==> src/rtl/tty_line_discipline_buffer_assert.svh <==
// Assertion helpers used by the line buffer back end.
`ifndef TTY_LINE_DISCIPLINE_BUFFER_ASSERT_SVH
`define TTY_LINE_DISCIPLINE_BUFFER_ASSERT_SVH

// Same-cycle implication, disabled during reset.
`define TLDB_ASSERT_IMP(lbl, clk, rst, ante, cons) \
   lbl: assert property (@(posedge clk) disable iff (rst) (ante) |-> (cons)) \
      else $error("tldb check failed");

// Next-cycle implication, disabled during reset.
`define TLDB_ASSERT_NXT(lbl, clk, rst, ante, cons) \
   lbl: assert property (@(posedge clk) disable iff (rst) (ante) |=> (cons)) \
      else $error("tldb check failed");

`endif

==> src/rtl/tldb_pkg.sv <==
package tldb_pkg;

   localparam int BUFFER_DEPTH_DEFAULT = 64;

   // request opcodes
   localparam logic [1:0] OPC_KEY  = 2'd0;
   localparam logic [1:0] OPC_READ = 2'd1;
   localparam logic [1:0] OPC_DUMP = 2'd2;

   // control characters
   localparam logic [7:0] CH_ETX = 8'd3;
   localparam logic [7:0] CH_EOT = 8'd4;
   localparam logic [7:0] CH_BS  = 8'd8;
   localparam logic [7:0] CH_NL  = 8'd10;

   localparam logic [6:0] MAX_READ = 7'd64;

   // result kinds
   localparam logic [3:0] KIND_IGNORED   = 4'd0;
   localparam logic [3:0] KIND_ECHO_CHAR = 4'd1;
   localparam logic [3:0] KIND_ECHO_NL   = 4'd2;
   localparam logic [3:0] KIND_ECHO_BS   = 4'd3;
   localparam logic [3:0] KIND_READ      = 4'd4;
   localparam logic [3:0] KIND_EOF       = 4'd5;
   localparam logic [3:0] KIND_NONE      = 4'd6;
   localparam logic [3:0] KIND_RAW       = 4'd7;
   localparam logic [3:0] KIND_RAW_EMPTY = 4'd8;

   typedef struct packed {
      logic [1:0] opcode;
      logic [7:0] key_byte;
      logic [6:0] max_count;
   } req_type;

   typedef struct packed {
      logic [3:0] kind;
      logic [7:0] data_byte;
      logic [6:0] byte_count;
      logic       line_ready;
      logic       last;
   } rsp_type;

   typedef enum logic [1:0] {
      CMD_KEY,
      CMD_READ,
      CMD_DUMP,
      CMD_NOP
   } cmd_op_type;

   typedef enum logic [2:0] {
      KEY_ORD,
      KEY_EOT,
      KEY_NL,
      KEY_ETX,
      KEY_BS
   } key_class_type;

   // classified command handed from front to back
   typedef struct packed {
      cmd_op_type    op;
      key_class_type key_class;
      logic [7:0]    key_byte;
      logic [6:0]    limit;
   } cmd_type;

endpackage

==> src/rtl/tldb_front.sv <==
module tldb_front (
   input  logic              clock,
   input  logic              reset,
   input  logic              start,
   input  tldb_pkg::req_type req_item,
   output logic              busy,
   output logic              cmd_valid,
   output tldb_pkg::cmd_type cmd,
   input  logic              cmd_pop
);

   tldb_pkg::cmd_type q_ff [2];
   tldb_pkg::cmd_type cls;
   logic              wr_ptr_ff, wr_ptr_in;
   logic              rd_ptr_ff, rd_ptr_in;
   logic [1:0]        cnt_ff, cnt_in;
   logic              push;
   logic              pop;

   // classify the request
   always_comb begin
      cls.key_byte = req_item.key_byte;
      case (req_item.opcode)
         tldb_pkg::OPC_KEY:  cls.op = tldb_pkg::CMD_KEY;
         tldb_pkg::OPC_READ: cls.op = tldb_pkg::CMD_READ;
         tldb_pkg::OPC_DUMP: cls.op = tldb_pkg::CMD_DUMP;
         default:            cls.op = tldb_pkg::CMD_NOP;
      endcase
      case (req_item.key_byte)
         tldb_pkg::CH_EOT: cls.key_class = tldb_pkg::KEY_EOT;
         tldb_pkg::CH_NL:  cls.key_class = tldb_pkg::KEY_NL;
         tldb_pkg::CH_ETX: cls.key_class = tldb_pkg::KEY_ETX;
         tldb_pkg::CH_BS:  cls.key_class = tldb_pkg::KEY_BS;
         default:          cls.key_class = tldb_pkg::KEY_ORD;
      endcase
      // clamp the read count to 1..64
      if (req_item.max_count == 7'd0) begin
         cls.limit = 7'd1;
      end else if (req_item.max_count > tldb_pkg::MAX_READ) begin
         cls.limit = tldb_pkg::MAX_READ;
      end else begin
         cls.limit = req_item.max_count;
      end
   end

   assign busy      = (cnt_ff == 2'd2);
   assign push      = start && !busy;
   assign cmd_valid = (cnt_ff != 2'd0);
   assign pop       = cmd_pop && cmd_valid;
   assign cmd       = q_ff[rd_ptr_ff];

   always_comb begin
      wr_ptr_in = push ? ~wr_ptr_ff : wr_ptr_ff;
      rd_ptr_in = pop ? ~rd_ptr_ff : rd_ptr_ff;
      cnt_in    = cnt_ff + {1'b0, push} - {1'b0, pop};
   end

   always_ff @(posedge clock) begin
      if (reset) begin
         wr_ptr_ff <= 1'b0;
         rd_ptr_ff <= 1'b0;
         cnt_ff    <= 2'd0;
      end else begin
         wr_ptr_ff <= wr_ptr_in;
         rd_ptr_ff <= rd_ptr_in;
         cnt_ff    <= cnt_in;
      end
   end

   always_ff @(posedge clock) begin
      if (push) begin
         q_ff[wr_ptr_ff] <= cls;
      end
   end

endmodule

==> src/rtl/tldb_back.sv <==
module tldb_back #(
   parameter int BUFFER_DEPTH = tldb_pkg::BUFFER_DEPTH_DEFAULT
) (
   input  logic              clock,
   input  logic              reset,
   input  logic              cmd_valid,
   input  tldb_pkg::cmd_type cmd,
   output logic              cmd_pop,
   output logic              rsp_valid,
   output tldb_pkg::rsp_type rsp_item
);

   `include "tty_line_discipline_buffer_assert.svh"

   localparam int PTR_W = $clog2(BUFFER_DEPTH);

   typedef enum logic [2:0] {
      ST_IDLE = 3'b001,
      ST_READ = 3'b010,
      ST_DUMP = 3'b100
   } back_state_type;

   function automatic logic [PTR_W-1:0] ptr_adv(input logic [PTR_W-1:0] p);
      logic [PTR_W-1:0] r;
      r = (p == PTR_W'(BUFFER_DEPTH - 1)) ? '0 : p + PTR_W'(1);
      return r;
   endfunction

   function automatic logic [PTR_W-1:0] ptr_ret(input logic [PTR_W-1:0] p);
      logic [PTR_W-1:0] r;
      r = (p == '0) ? PTR_W'(BUFFER_DEPTH - 1) : p - PTR_W'(1);
      return r;
   endfunction

   logic [7:0]        mem [BUFFER_DEPTH];
   back_state_type    state_ff, state_in;
   logic [PTR_W-1:0]  wp_ff, wp_in;
   logic [PTR_W-1:0]  rp_ff, rp_in;
   logic [PTR_W-1:0]  cp_ff, cp_in;
   logic              full_ff, full_in;
   logic [PTR_W-1:0]  scan_ff, scan_in;
   logic [6:0]        count_ff, count_in;
   logic [6:0]        limit_ff, limit_in;
   logic [7:0]        rd_data_ff;
   logic [PTR_W-1:0]  rd_addr;
   logic              we;
   logic              rsp_valid_ff, rsp_valid_in;
   tldb_pkg::rsp_type rsp_ff, rsp_in;
   logic [PTR_W-1:0]  wp_adv, rp_adv, scan_adv;
   logic [6:0]        cnt_inc;

   always_comb begin
      state_in     = state_ff;
      wp_in        = wp_ff;
      rp_in        = rp_ff;
      cp_in        = cp_ff;
      full_in      = full_ff;
      scan_in      = scan_ff;
      count_in     = count_ff;
      limit_in     = limit_ff;
      we           = 1'b0;
      cmd_pop      = 1'b0;
      rd_addr      = cp_ff;
      rsp_valid_in = 1'b0;
      rsp_in       = '0;
      wp_adv       = ptr_adv(wp_ff);
      rp_adv       = ptr_adv(rp_ff);
      scan_adv     = ptr_adv(scan_ff);
      cnt_inc      = count_ff + 7'd1;

      case (state_ff)
         ST_IDLE: begin
            if (cmd.op == tldb_pkg::CMD_READ) begin
               rd_addr = rp_ff;
            end
            if (cmd_valid) begin
               cmd_pop        = 1'b1;
               rsp_valid_in   = 1'b1;
               rsp_in.last    = 1'b1;
               case (cmd.op)
                  tldb_pkg::CMD_KEY: begin
                     if (full_ff) begin
                        rsp_in.kind = tldb_pkg::KIND_IGNORED;
                     end else begin
                        case (cmd.key_class)
                           tldb_pkg::KEY_EOT, tldb_pkg::KEY_NL: begin
                              we                = 1'b1;
                              wp_in             = wp_adv;
                              cp_in             = wp_adv;
                              full_in           = (wp_adv == rp_ff);
                              rsp_in.line_ready = 1'b1;
                              if (cmd.key_class == tldb_pkg::KEY_NL) begin
                                 rsp_in.kind      = tldb_pkg::KIND_ECHO_NL;
                                 rsp_in.data_byte = tldb_pkg::CH_NL;
                              end
                           end
                           tldb_pkg::KEY_ETX: begin
                              wp_in            = cp_ff;
                              rsp_in.kind      = tldb_pkg::KIND_ECHO_NL;
                              rsp_in.data_byte = tldb_pkg::CH_NL;
                           end
                           tldb_pkg::KEY_BS: begin
                              if (wp_ff != cp_ff) begin
                                 wp_in            = ptr_ret(wp_ff);
                                 rsp_in.kind      = tldb_pkg::KIND_ECHO_BS;
                                 rsp_in.data_byte = tldb_pkg::CH_BS;
                              end
                           end
                           default: begin
                              // ordinary byte needs two free slots
                              if (wp_adv != rp_ff) begin
                                 we               = 1'b1;
                                 wp_in            = wp_adv;
                                 rsp_in.kind      = tldb_pkg::KIND_ECHO_CHAR;
                                 rsp_in.data_byte = cmd.key_byte;
                              end
                           end
                        endcase
                     end
                  end
                  tldb_pkg::CMD_READ: begin
                     if (rp_ff == cp_ff && !full_ff) begin
                        rsp_in.kind = tldb_pkg::KIND_NONE;
                     end else begin
                        rsp_valid_in = 1'b0;
                        count_in     = 7'd0;
                        limit_in     = cmd.limit;
                        state_in     = ST_READ;
                     end
                  end
                  tldb_pkg::CMD_DUMP: begin
                     if (cp_ff == wp_ff) begin
                        rsp_in.kind = tldb_pkg::KIND_RAW_EMPTY;
                     end else begin
                        rsp_valid_in = 1'b0;
                        scan_in      = cp_ff;
                        count_in     = 7'd0;
                        state_in     = ST_DUMP;
                     end
                  end
                  default: begin
                     rsp_in.kind = tldb_pkg::KIND_IGNORED;
                  end
               endcase
            end
         end
         ST_READ: begin
            // rd_data_ff holds the byte at rp_ff; next address prefetched
            rd_addr      = rp_adv;
            rp_in        = rp_adv;
            full_in      = 1'b0;
            rsp_valid_in = 1'b1;
            if (rd_data_ff == tldb_pkg::CH_EOT) begin
               rsp_in.kind       = tldb_pkg::KIND_EOF;
               rsp_in.byte_count = count_ff;
               rsp_in.last       = 1'b1;
               state_in          = ST_IDLE;
            end else begin
               rsp_in.kind       = tldb_pkg::KIND_READ;
               rsp_in.data_byte  = rd_data_ff;
               rsp_in.byte_count = cnt_inc;
               count_in          = cnt_inc;
               if (rd_data_ff == tldb_pkg::CH_NL || cnt_inc == limit_ff ||
                   rp_adv == cp_ff) begin
                  rsp_in.last = 1'b1;
                  state_in    = ST_IDLE;
               end
            end
         end
         ST_DUMP: begin
            rd_addr           = scan_adv;
            scan_in           = scan_adv;
            count_in          = cnt_inc;
            rsp_valid_in      = 1'b1;
            rsp_in.kind       = tldb_pkg::KIND_RAW;
            rsp_in.data_byte  = rd_data_ff;
            rsp_in.byte_count = cnt_inc;
            if (scan_adv == wp_ff) begin
               rsp_in.last = 1'b1;
               state_in    = ST_IDLE;
            end
         end
         default: begin
            state_in = ST_IDLE;
         end
      endcase
   end

   always_ff @(posedge clock) begin
      if (reset) begin
         state_ff     <= ST_IDLE;
         wp_ff        <= '0;
         rp_ff        <= '0;
         cp_ff        <= '0;
         full_ff      <= 1'b0;
         scan_ff      <= '0;
         count_ff     <= 7'd0;
         limit_ff     <= 7'd1;
         rsp_valid_ff <= 1'b0;
      end else begin
         state_ff     <= state_in;
         wp_ff        <= wp_in;
         rp_ff        <= rp_in;
         cp_ff        <= cp_in;
         full_ff      <= full_in;
         scan_ff      <= scan_in;
         count_ff     <= count_in;
         limit_ff     <= limit_in;
         rsp_valid_ff <= rsp_valid_in;
      end
   end

   always_ff @(posedge clock) begin
      rsp_ff <= rsp_in;
   end

   // line store: one write port, one registered read port
   always_ff @(posedge clock) begin
      if (we) begin
         mem[wp_ff] <= cmd.key_byte;
      end
      rd_data_ff <= mem[rd_addr];
   end

   assign rsp_valid = rsp_valid_ff;
   assign rsp_item  = rsp_ff;

   `TLDB_ASSERT_IMP(a_full_ptrs, clock, reset, full_ff, (wp_ff == rp_ff) && (cp_ff == wp_ff))
   `TLDB_ASSERT_IMP(a_no_pop_busy, clock, reset, state_ff != ST_IDLE, !cmd_pop)
   `TLDB_ASSERT_NXT(a_read_streams, clock, reset, state_ff == ST_READ, rsp_valid_ff)

endmodule

==> src/rtl/tty_line_discipline_buffer.sv <==
// Timing: with the back end idle, a key press is queued in the front end and its
//   result is registered in the back end; a read or dump first loads the store's
//   read register, then strobes one result per cycle until its last byte.
// Throughput: one key press per cycle while busy is low; a read or dump holds the
//   back end until its last byte, set by the single registered read port of the store.
// Reset (synchronous, active high) empties the queue and clears pointers and the
//   full flag; store contents are kept. Results cannot be stalled by the receiver.
module tty_line_discipline_buffer #(
   parameter int BUFFER_DEPTH = tldb_pkg::BUFFER_DEPTH_DEFAULT
) (
   input  logic              clock,
   input  logic              reset,
   input  logic              start,
   input  tldb_pkg::req_type req_item,
   output logic              busy,
   output logic              rsp_valid,
   output tldb_pkg::rsp_type rsp_item
);

   // Front end: decodes opcode and key class, clamps the read count and
   // parks the item in a two-entry queue. busy only rises when that queue
   // is full, so items keep arriving while the back end streams a read.
   logic              cmd_valid;
   logic              cmd_pop;
   tldb_pkg::cmd_type cmd;

   tldb_front u_front (
      .clock     (clock),
      .reset     (reset),
      .start     (start),
      .req_item  (req_item),
      .busy      (busy),
      .cmd_valid (cmd_valid),
      .cmd       (cmd),
      .cmd_pop   (cmd_pop)
   );

   // Back end: owns the circular line store and the read, cooked and write
   // pointers. Key presses complete in the cycle they are popped; reads and
   // dumps walk the store one byte per cycle with the next address prefetched.
   tldb_back #(
      .BUFFER_DEPTH (BUFFER_DEPTH)
   ) u_back (
      .clock     (clock),
      .reset     (reset),
      .cmd_valid (cmd_valid),
      .cmd       (cmd),
      .cmd_pop   (cmd_pop),
      .rsp_valid (rsp_valid),
      .rsp_item  (rsp_item)
   );

endmodule
==> config.mk <==
export PLATFORM = sky130hd
export DESIGN_NAME = tty_line_discipline_buffer
export DESIGN_NICKNAME = d
export VERILOG_FILES = /design/src/rtl/tldb_pkg.sv /design/src/rtl/tldb_front.sv /design/src/rtl/tldb_back.sv /design/src/rtl/tty_line_discipline_buffer.sv
export VERILOG_INCLUDE_DIRS = /design/src /design/src/rtl
export SDC_FILE = /design/constraint.sdc
export NUM_CORES = 1
export LEC_CHECK = 0
export BUFFER_PORTS_ARGS = -buffer_cell sky130_fd_sc_hd__buf_2
export CORE_MARGIN = 2
export CORE_UTILIZATION = 48
export DETAILED_ROUTE_END_ITERATION = 10
export HOLD_SLACK_MARGIN = 0.05
export MAX_ROUTING_LAYER = met4
export PLACE_DENSITY = 0.75
export SYNTH_ARGS = -nofsm -noshare
export SYNTH_HDL_FRONTEND = slang
export SYNTH_SLANG_ARGS = --single-unit
==> constraint.sdc <==
create_clock -name clock -period 13.78 [get_ports clock]
set_clock_uncertainty 0.1 [all_clocks]
set_input_delay 1.378 -clock clock [delete_from_list [all_inputs] [get_ports clock]]
set_output_delay 1.378 -clock clock [all_outputs]
set_load 0.05 [all_outputs]
==> metrics.txt, run 1 <==
crit-path max FO 73; DP HPWL 38,600 um; crit path launch type flip-flop; Initial Utilization 48.8%; post-CTS setup buffers 0; die span in x approximately 240 um; r2r setup slk roughly 8.5 ns; setup TNS 0 ns; sequential area share after synthesis 68.6%; number of global-route vias before repair 15.7k; critical path endpoint category flip-flop; fin crit share 38.0%; post-synthesis instance area 26,400 um2; Clk Latency, worst-skew pair 0.63 ns; pre-CTS setup slack 8.66 ns; Least-Margin Pin Slew 1.27 ns; detailed-route vias per instance 6.21; gpl congestion 0.938; Worst-path clk slew 0.06 ns; Rel. slew slack 15.2%; via count 16.0k; CP max stage cell buf_4; Distinct cells, synth 78; total grt overflow 0; IO Pins 43; die area 56,900 um2; CTS Buf Count 60; Slew Limit Fails 0; area of the multi-input gates between 7000 and 8000 um2; # DRC 0; synth top area cells edfxtp_1 (63%), dfxtp_1 (5.8%), mux2i_1 (4.4%); FP Rows 85; Synthesized Nets 1,848; Core Region around 54,000 um2; DRT Wirelength between 60,000 and 70,000 um; setup slack after layout ~8.5 ns; NumNets Final 1,867; top post-synthesis cells by count edfxtp_1 (552), nor2_1 (141), nand2_1 (128); Pwr Density 170 nW/um2; First-pass DRT Iterations 6; max cap viols 0; crit-path max cell delay 0.88 ns; Die Ht 239 um; Final min period approximately 5.2 ns; critical-path cell list mux2i_1 -> inv_1 -> ha_1 -> and4bb_2 -> nor4b_2 -> or3_4 -> buf_4 -> mux4_2 -> and3_1 -> a31oi_1 -> a311oi_1 -> o22a_1; CTS Buffer Depth 3; total clock sinks between 600 and 700; area leader, netlist edfxtp_1; critical path type reg2reg; Fillers 4,219; Port Buffers 42; cells after synthesis between 1.5k and 2k; worst hold path class reg2reg; mean routed wirelength per cell 24.3 um; share of cells above drive strength 1 14.1%; count leader, synth edfxtp_1; RSZ-0062 raised after global routing no; first-pass GRT wire length ~95,000 um; clk root buf clkbuf_16; GR Util All Layers between 20% and 30%; Async SR Flop Fraction 0%; DRT iter0 DRCs around 1.9k; cts hold-fix bufs 0; CP required 14.17 ns; placed inst area 27,200 um2; synthesized area per cell 14.5 um2; EDFF count, synth 552; final setup fails 0; outcome finished clean; CTS resizes 0; crit path DAT 5.62 ns; area fraction of the dominant cell type after synthesis a little over three fifths; largest net degree at the start of global routing 74; Detail Route Antenna Nets 0; CTS tree done; Design Area, Final 29,200 um2; Max Freq 0.191 GHz; Synth Warn # 0; initial antenna violation count 1; FF/Latch Area between 15,000 and 20,000 um2; Fin. Hold Viols 0; Post-synth top flop edfxtp_1; Max VDD drop 136 uV; #FFs+latches synth 629; area delta synth->final 10.4%; Non-Filler Instances between 2k and 3k; leakage power between 0.009 and 0.01 uW; Post-Place Cells ~2.5k; H-tree lvl count 2
placed cells by master (no fill, tap or decap), types with 23 or more instances in the layout:
cell,instances
clkbuf_16,60
a211oi_1,42
mux4_2,37
dfxtp_1,77
mux2i_1,116
o21ai_0,27
nand3_1,96
buf_4,27
a21oi_1,62
nor3_1,24
mux2_2,53
edfxtp_1,552
nand2_1,128
xor2_1,23
buf_2,42
xnor2_1,28
o211ai_1,31
nor2_1,141
per-stage QoR:
stage | hold slack (ns) | util, % | power, uW
after global placement | 0.365 | 50.3 | 3350
final | 0.396 | 53.9 | 4970
after detailed placement | 0.376 | 50.3 | 3370
after CTS | 0.394 | 53.9 | 4980
after global routing | 0.410 | 53.9 | 5130
after floorplan | 0.333 | - | 3060
flip-flops by register name, indices dropped and copies added (netlist names), 7 cells and up, named ones only:
name and flops:
u_back.mem 512, u_front.q_ff 40, u_back.count_ff 7, u_back.rd_data_ff 8, u_back.rsp_item 21, u_back.limit_ff 7
critical path, delay by kind of cell, from the launching register on:
family	cells	cell delay (ns)
AOI/OAI and AO/OA	3	0.86
and+or+nand+nor	4	1.66
DFF	1	0.37
buffers and inverters	2	0.98
adders and majority gates	1	0.30
muxes	2	0.72
cell families (layout without fill, tap and decap cells):
kind of cell / count (synthesis) / count (layout) / synth area share (%)
other: 0 / 1 / 0
AO/OA/AOI/OAI: 282 / 282 / 7.48
buffers and inverters: 127 / 194 / 2.14
adder cells (fa/ha/maj): 11 / 11 / 0.521
multiplexers: 212 / 212 / 10.4
XOR/XNOR: 52 / 52 / 1.78
flip-flops: 629 / 629 / 68.6
AND/OR/NAND/NOR: 504 / 504 / 9.11
final cells by class:
type,instances,share of cell area [%]
multi-input combinational,1061,26.7
tap,696,2.98
clock inverter,32,1.16
clock buffer,78,5.48
antenna,1,0.00858
sequential,629,62.1
inverter,15,0.193
timing repair buffer,69,1.42
final timing paths:
check	start	end	depth (start not counted)
setup / recovery	flip-flop	u_back.rd_data_ff[2]	12
hold / removal	u_back.rd_data_ff[2]	u_back.rsp_item[11]	1
setup reg to reg	flip-flop	u_back.rd_data_ff[2]	12
hold reg to reg	u_back.rd_data_ff[2]	u_back.rsp_item[11]	1
power breakdown:
group	internal (uW)	switching [uW]	leakage, uW	total [uW]
combinational	336	691	0.00307	1030
sequential	2260	51.0	0.00560	2310
clock	930	695	0.000948	1630
total	3530	1440	0.00962	4970
metal layers:
layer  wire (um)  GRT usage (%)
met1       24400           28.3
met2       30000           35.8
met3        5380           4.76
met4        2780           10.1
met5           0              -
Note: power is estimated with default switching activity, not from simulation.
==> run 2, diff against run 1 <==
clock period = 5.1 ns   (was 13.78 ns; I/O delays follow)
==> run 2 against run 1 <==
Against the previous run:
- flip-flop and latch count stayed put
- core utilization is 0.85 points higher
- global-route usage is 0.76 points higher
- largest cell class unchanged
==> metrics.txt, run 2 (synthesis results as in run 1) <==
Detail Route Antenna Nets 0 (unchanged); critical path type reg2reg (unchanged); CP max stage cell a31o_4 (was buf_4); leakage power 0.00992 uW (was 0.00962 uW); total grt overflow 0 (unchanged); max cap viols 0 (unchanged); DRT iter0 DRCs 1,988 (was 1,864); total power 13,300 uW (was 4970 uW); H-tree lvl count 2 (unchanged); IO Pins 43 (unchanged); crit-path max cell delay 0.70 ns (was 0.88 ns); Rel. slew slack 21.7% (was 15.2%); CP required 5.44 ns (was 14.17 ns); reg2reg end u_back.rd_data_ff[0] (was u_back.rd_data_ff[2]); Core Region 54,100 um2 (unchanged); r2r setup slk 0.35 ns (was 8.54 ns); via count 16.5k (was 16.0k); largest net degree at the start of global routing 91 (was 74); max reg flops 512 (unchanged); post-CTS setup buffers 0 (unchanged); Port Buffers 42 (unchanged); cts hold-fix bufs 10 (was 0); fin crit share 93.2% (was 38.0%); Clk Latency, worst-skew pair 0.63 ns (about the same); die span in x 239 um (unchanged); setup TNS 0 ns (unchanged); CTS tree done (unchanged); Least-Margin Pin Slew 1.17 ns (was 1.27 ns); Die Ht 239 um (unchanged); RSZ-0062 raised after global routing no (unchanged); clk root buf clkbuf_16 (unchanged); CTS resizes 0 (unchanged); outcome finished clean (unchanged); First-pass DRT Iterations 8 (was 6); critical-path cell list buf_4 -> mux2i_1 -> ha_1 -> mux2i_1 -> a211o_1 -> a31o_4 -> buf_4 -> mux4_1 -> a22o_1 -> a211oi_1 -> o211ai_1 (was mux2i_1 -> inv_1 -> ha_1 -> and4bb_2 -> nor4b_2 -> or3_4 -> buf_4 -> mux4_2 -> and3_1 -> a31oi_1 -> a311oi_1 -> o22a_1); area delta synth->final 12.2% (was 10.4%); Slew Limit Fails 0 (unchanged); Fin. Hold Viols 0 (unchanged); CTS Buf Count 60 (unchanged); Fillers 4,169 (was 4,219); crit path launch type flip-flop (unchanged); worst hold path class in2reg (was reg2reg); Final min period 4.75 ns (was 5.24 ns); critical path endpoint category flip-flop (unchanged); NumNets Final 1,933 (was 1,867); initial antenna violation count 0 (was 1); GR Util All Layers 23.4% (was 22.6%); Max Freq 0.210 GHz (was 0.191 GHz); antenna fix cells 0 (was 1); Reg2Reg Depth 11 (was 12); FP Rows 85 (unchanged); most frequent cells in the layout edfxtp_1 (552), nor2_1 (141), nand2_1 (128) (unchanged); Hold Path End u_front.q_ff[1][6] (was u_back.rsp_item[11]); Worst Hold Launch req_item[6] (was u_back.rd_data_ff[2]); Worst-path clk slew 0.06 ns (about the same); DRT Wirelength 64,300 um (was 62,600 um); die area 56,900 um2 (unchanged); DP HPWL 40,200 um (was 38,600 um); gpl congestion 0.942 (was 0.938); detailed-route vias per instance 6.23 (was 6.21); Initial Utilization 48.8% (unchanged); number of global-route vias before repair 16.0k (was 15.7k); final setup fails 0 (unchanged); mean routed wirelength per cell 24.3 um (about the same); share of cells above drive strength 1 16.4% (was 14.1%); Largest Register u_back.mem (unchanged); first-pass GRT wire length 97,800 um (was 94,800 um); Pwr Density 449 nW/um2 (was 170 nW/um2); CP delay by family, top compound AO/OA/AOI/OAI gates (was simple AND/OR/NAND/NOR gates); Hold Path Depth 1 (unchanged); # DRC 0 (unchanged); crit-path max FO 41 (was 73); commonest non-fill, non-tap cell in the layout edfxtp_1 (unchanged); total clock sinks 629 (unchanged); Max VDD drop 311 uV (was 136 uV); crit path DAT 5.09 ns (was 5.62 ns); CTS Buffer Depth 3 (unchanged); WP buf/inv 2 (unchanged)
run 2: cell types whose count changed in the layout (fill, tap and decap cells not counted):
cell / change
buf_12: +5
buf_4: +51
bufinv_16: -4
clkbuf_1: +5
clkinv_1: -2
clkinv_2: +2
clkinv_4: -1
clkinvlp_4: +1
diode_2: -1
dlygate4sd3_1: +10
inv_16: -1
run 2: layer usage:
metal | global-route usage, % | vias up | share of wire (%)
li1 | - | 7190 | -
met1 | 30.6 | 8205 | 39
met2 | 36.8 | 926 | 48
met3 | 4.21 | 176 | 9.3
met4 | 8.88 | 0 | 3.9
met5 | - | - | 0
run 2: area by class of cell:
cell class | count | area, um2 | area share, %
flip-flops and latches | 629 | 18100 | 61.1
repair buffers | 135 | 996 | 3.36
clock inverters | 27 | 199 | 0.671
inverters | 15 | 56.3 | 0.190
well taps | 696 | 871 | 2.94
clock buffers | 83 | 1620 | 5.46
multi-input cells | 1061 | 7780 | 26.2
run 2: power by group:
part	internal (uW)	switching, uW
sequential	6110	131
combinational	973	1930
clock	2310	1870
run 2: how the worst max path moves through the flow:
stage	cells after the start	endpoint	slack [ns]
2_1_floorplan	15	u_back.rd_data_ff[1]	0.69
3_5_place_dp	11	u_back.rd_data_ff[0]	0.49
5_1_grt	8	u_back.mem[12][4]	0.13
4_1_cts	11	u_back.rd_data_ff[0]	0.46
6_report	11	u_back.rd_data_ff[0]	0.35
3_3_place_gp	12	u_back.rd_data_ff[0]	0.60
run 2: through the flow:
stage | utilization (%) | cell area [um2] | hold WS [ns] | std cells | setup WS, ns
floorplan | - | 26400 | 0.333 | 1817 | 0.694
global placement | 51.2 | 27700 | 0.403 | 2526 | 0.595
detailed placement | 51.2 | 27700 | 0.406 | 2526 | 0.487
finish | 54.7 | 29600 | 0.0841 | 2646 | 0.347
global route | 54.7 | 29600 | 0.0757 | 2646 | 0.131
CTS | 54.7 | 29600 | 0.0534 | 2646 | 0.456
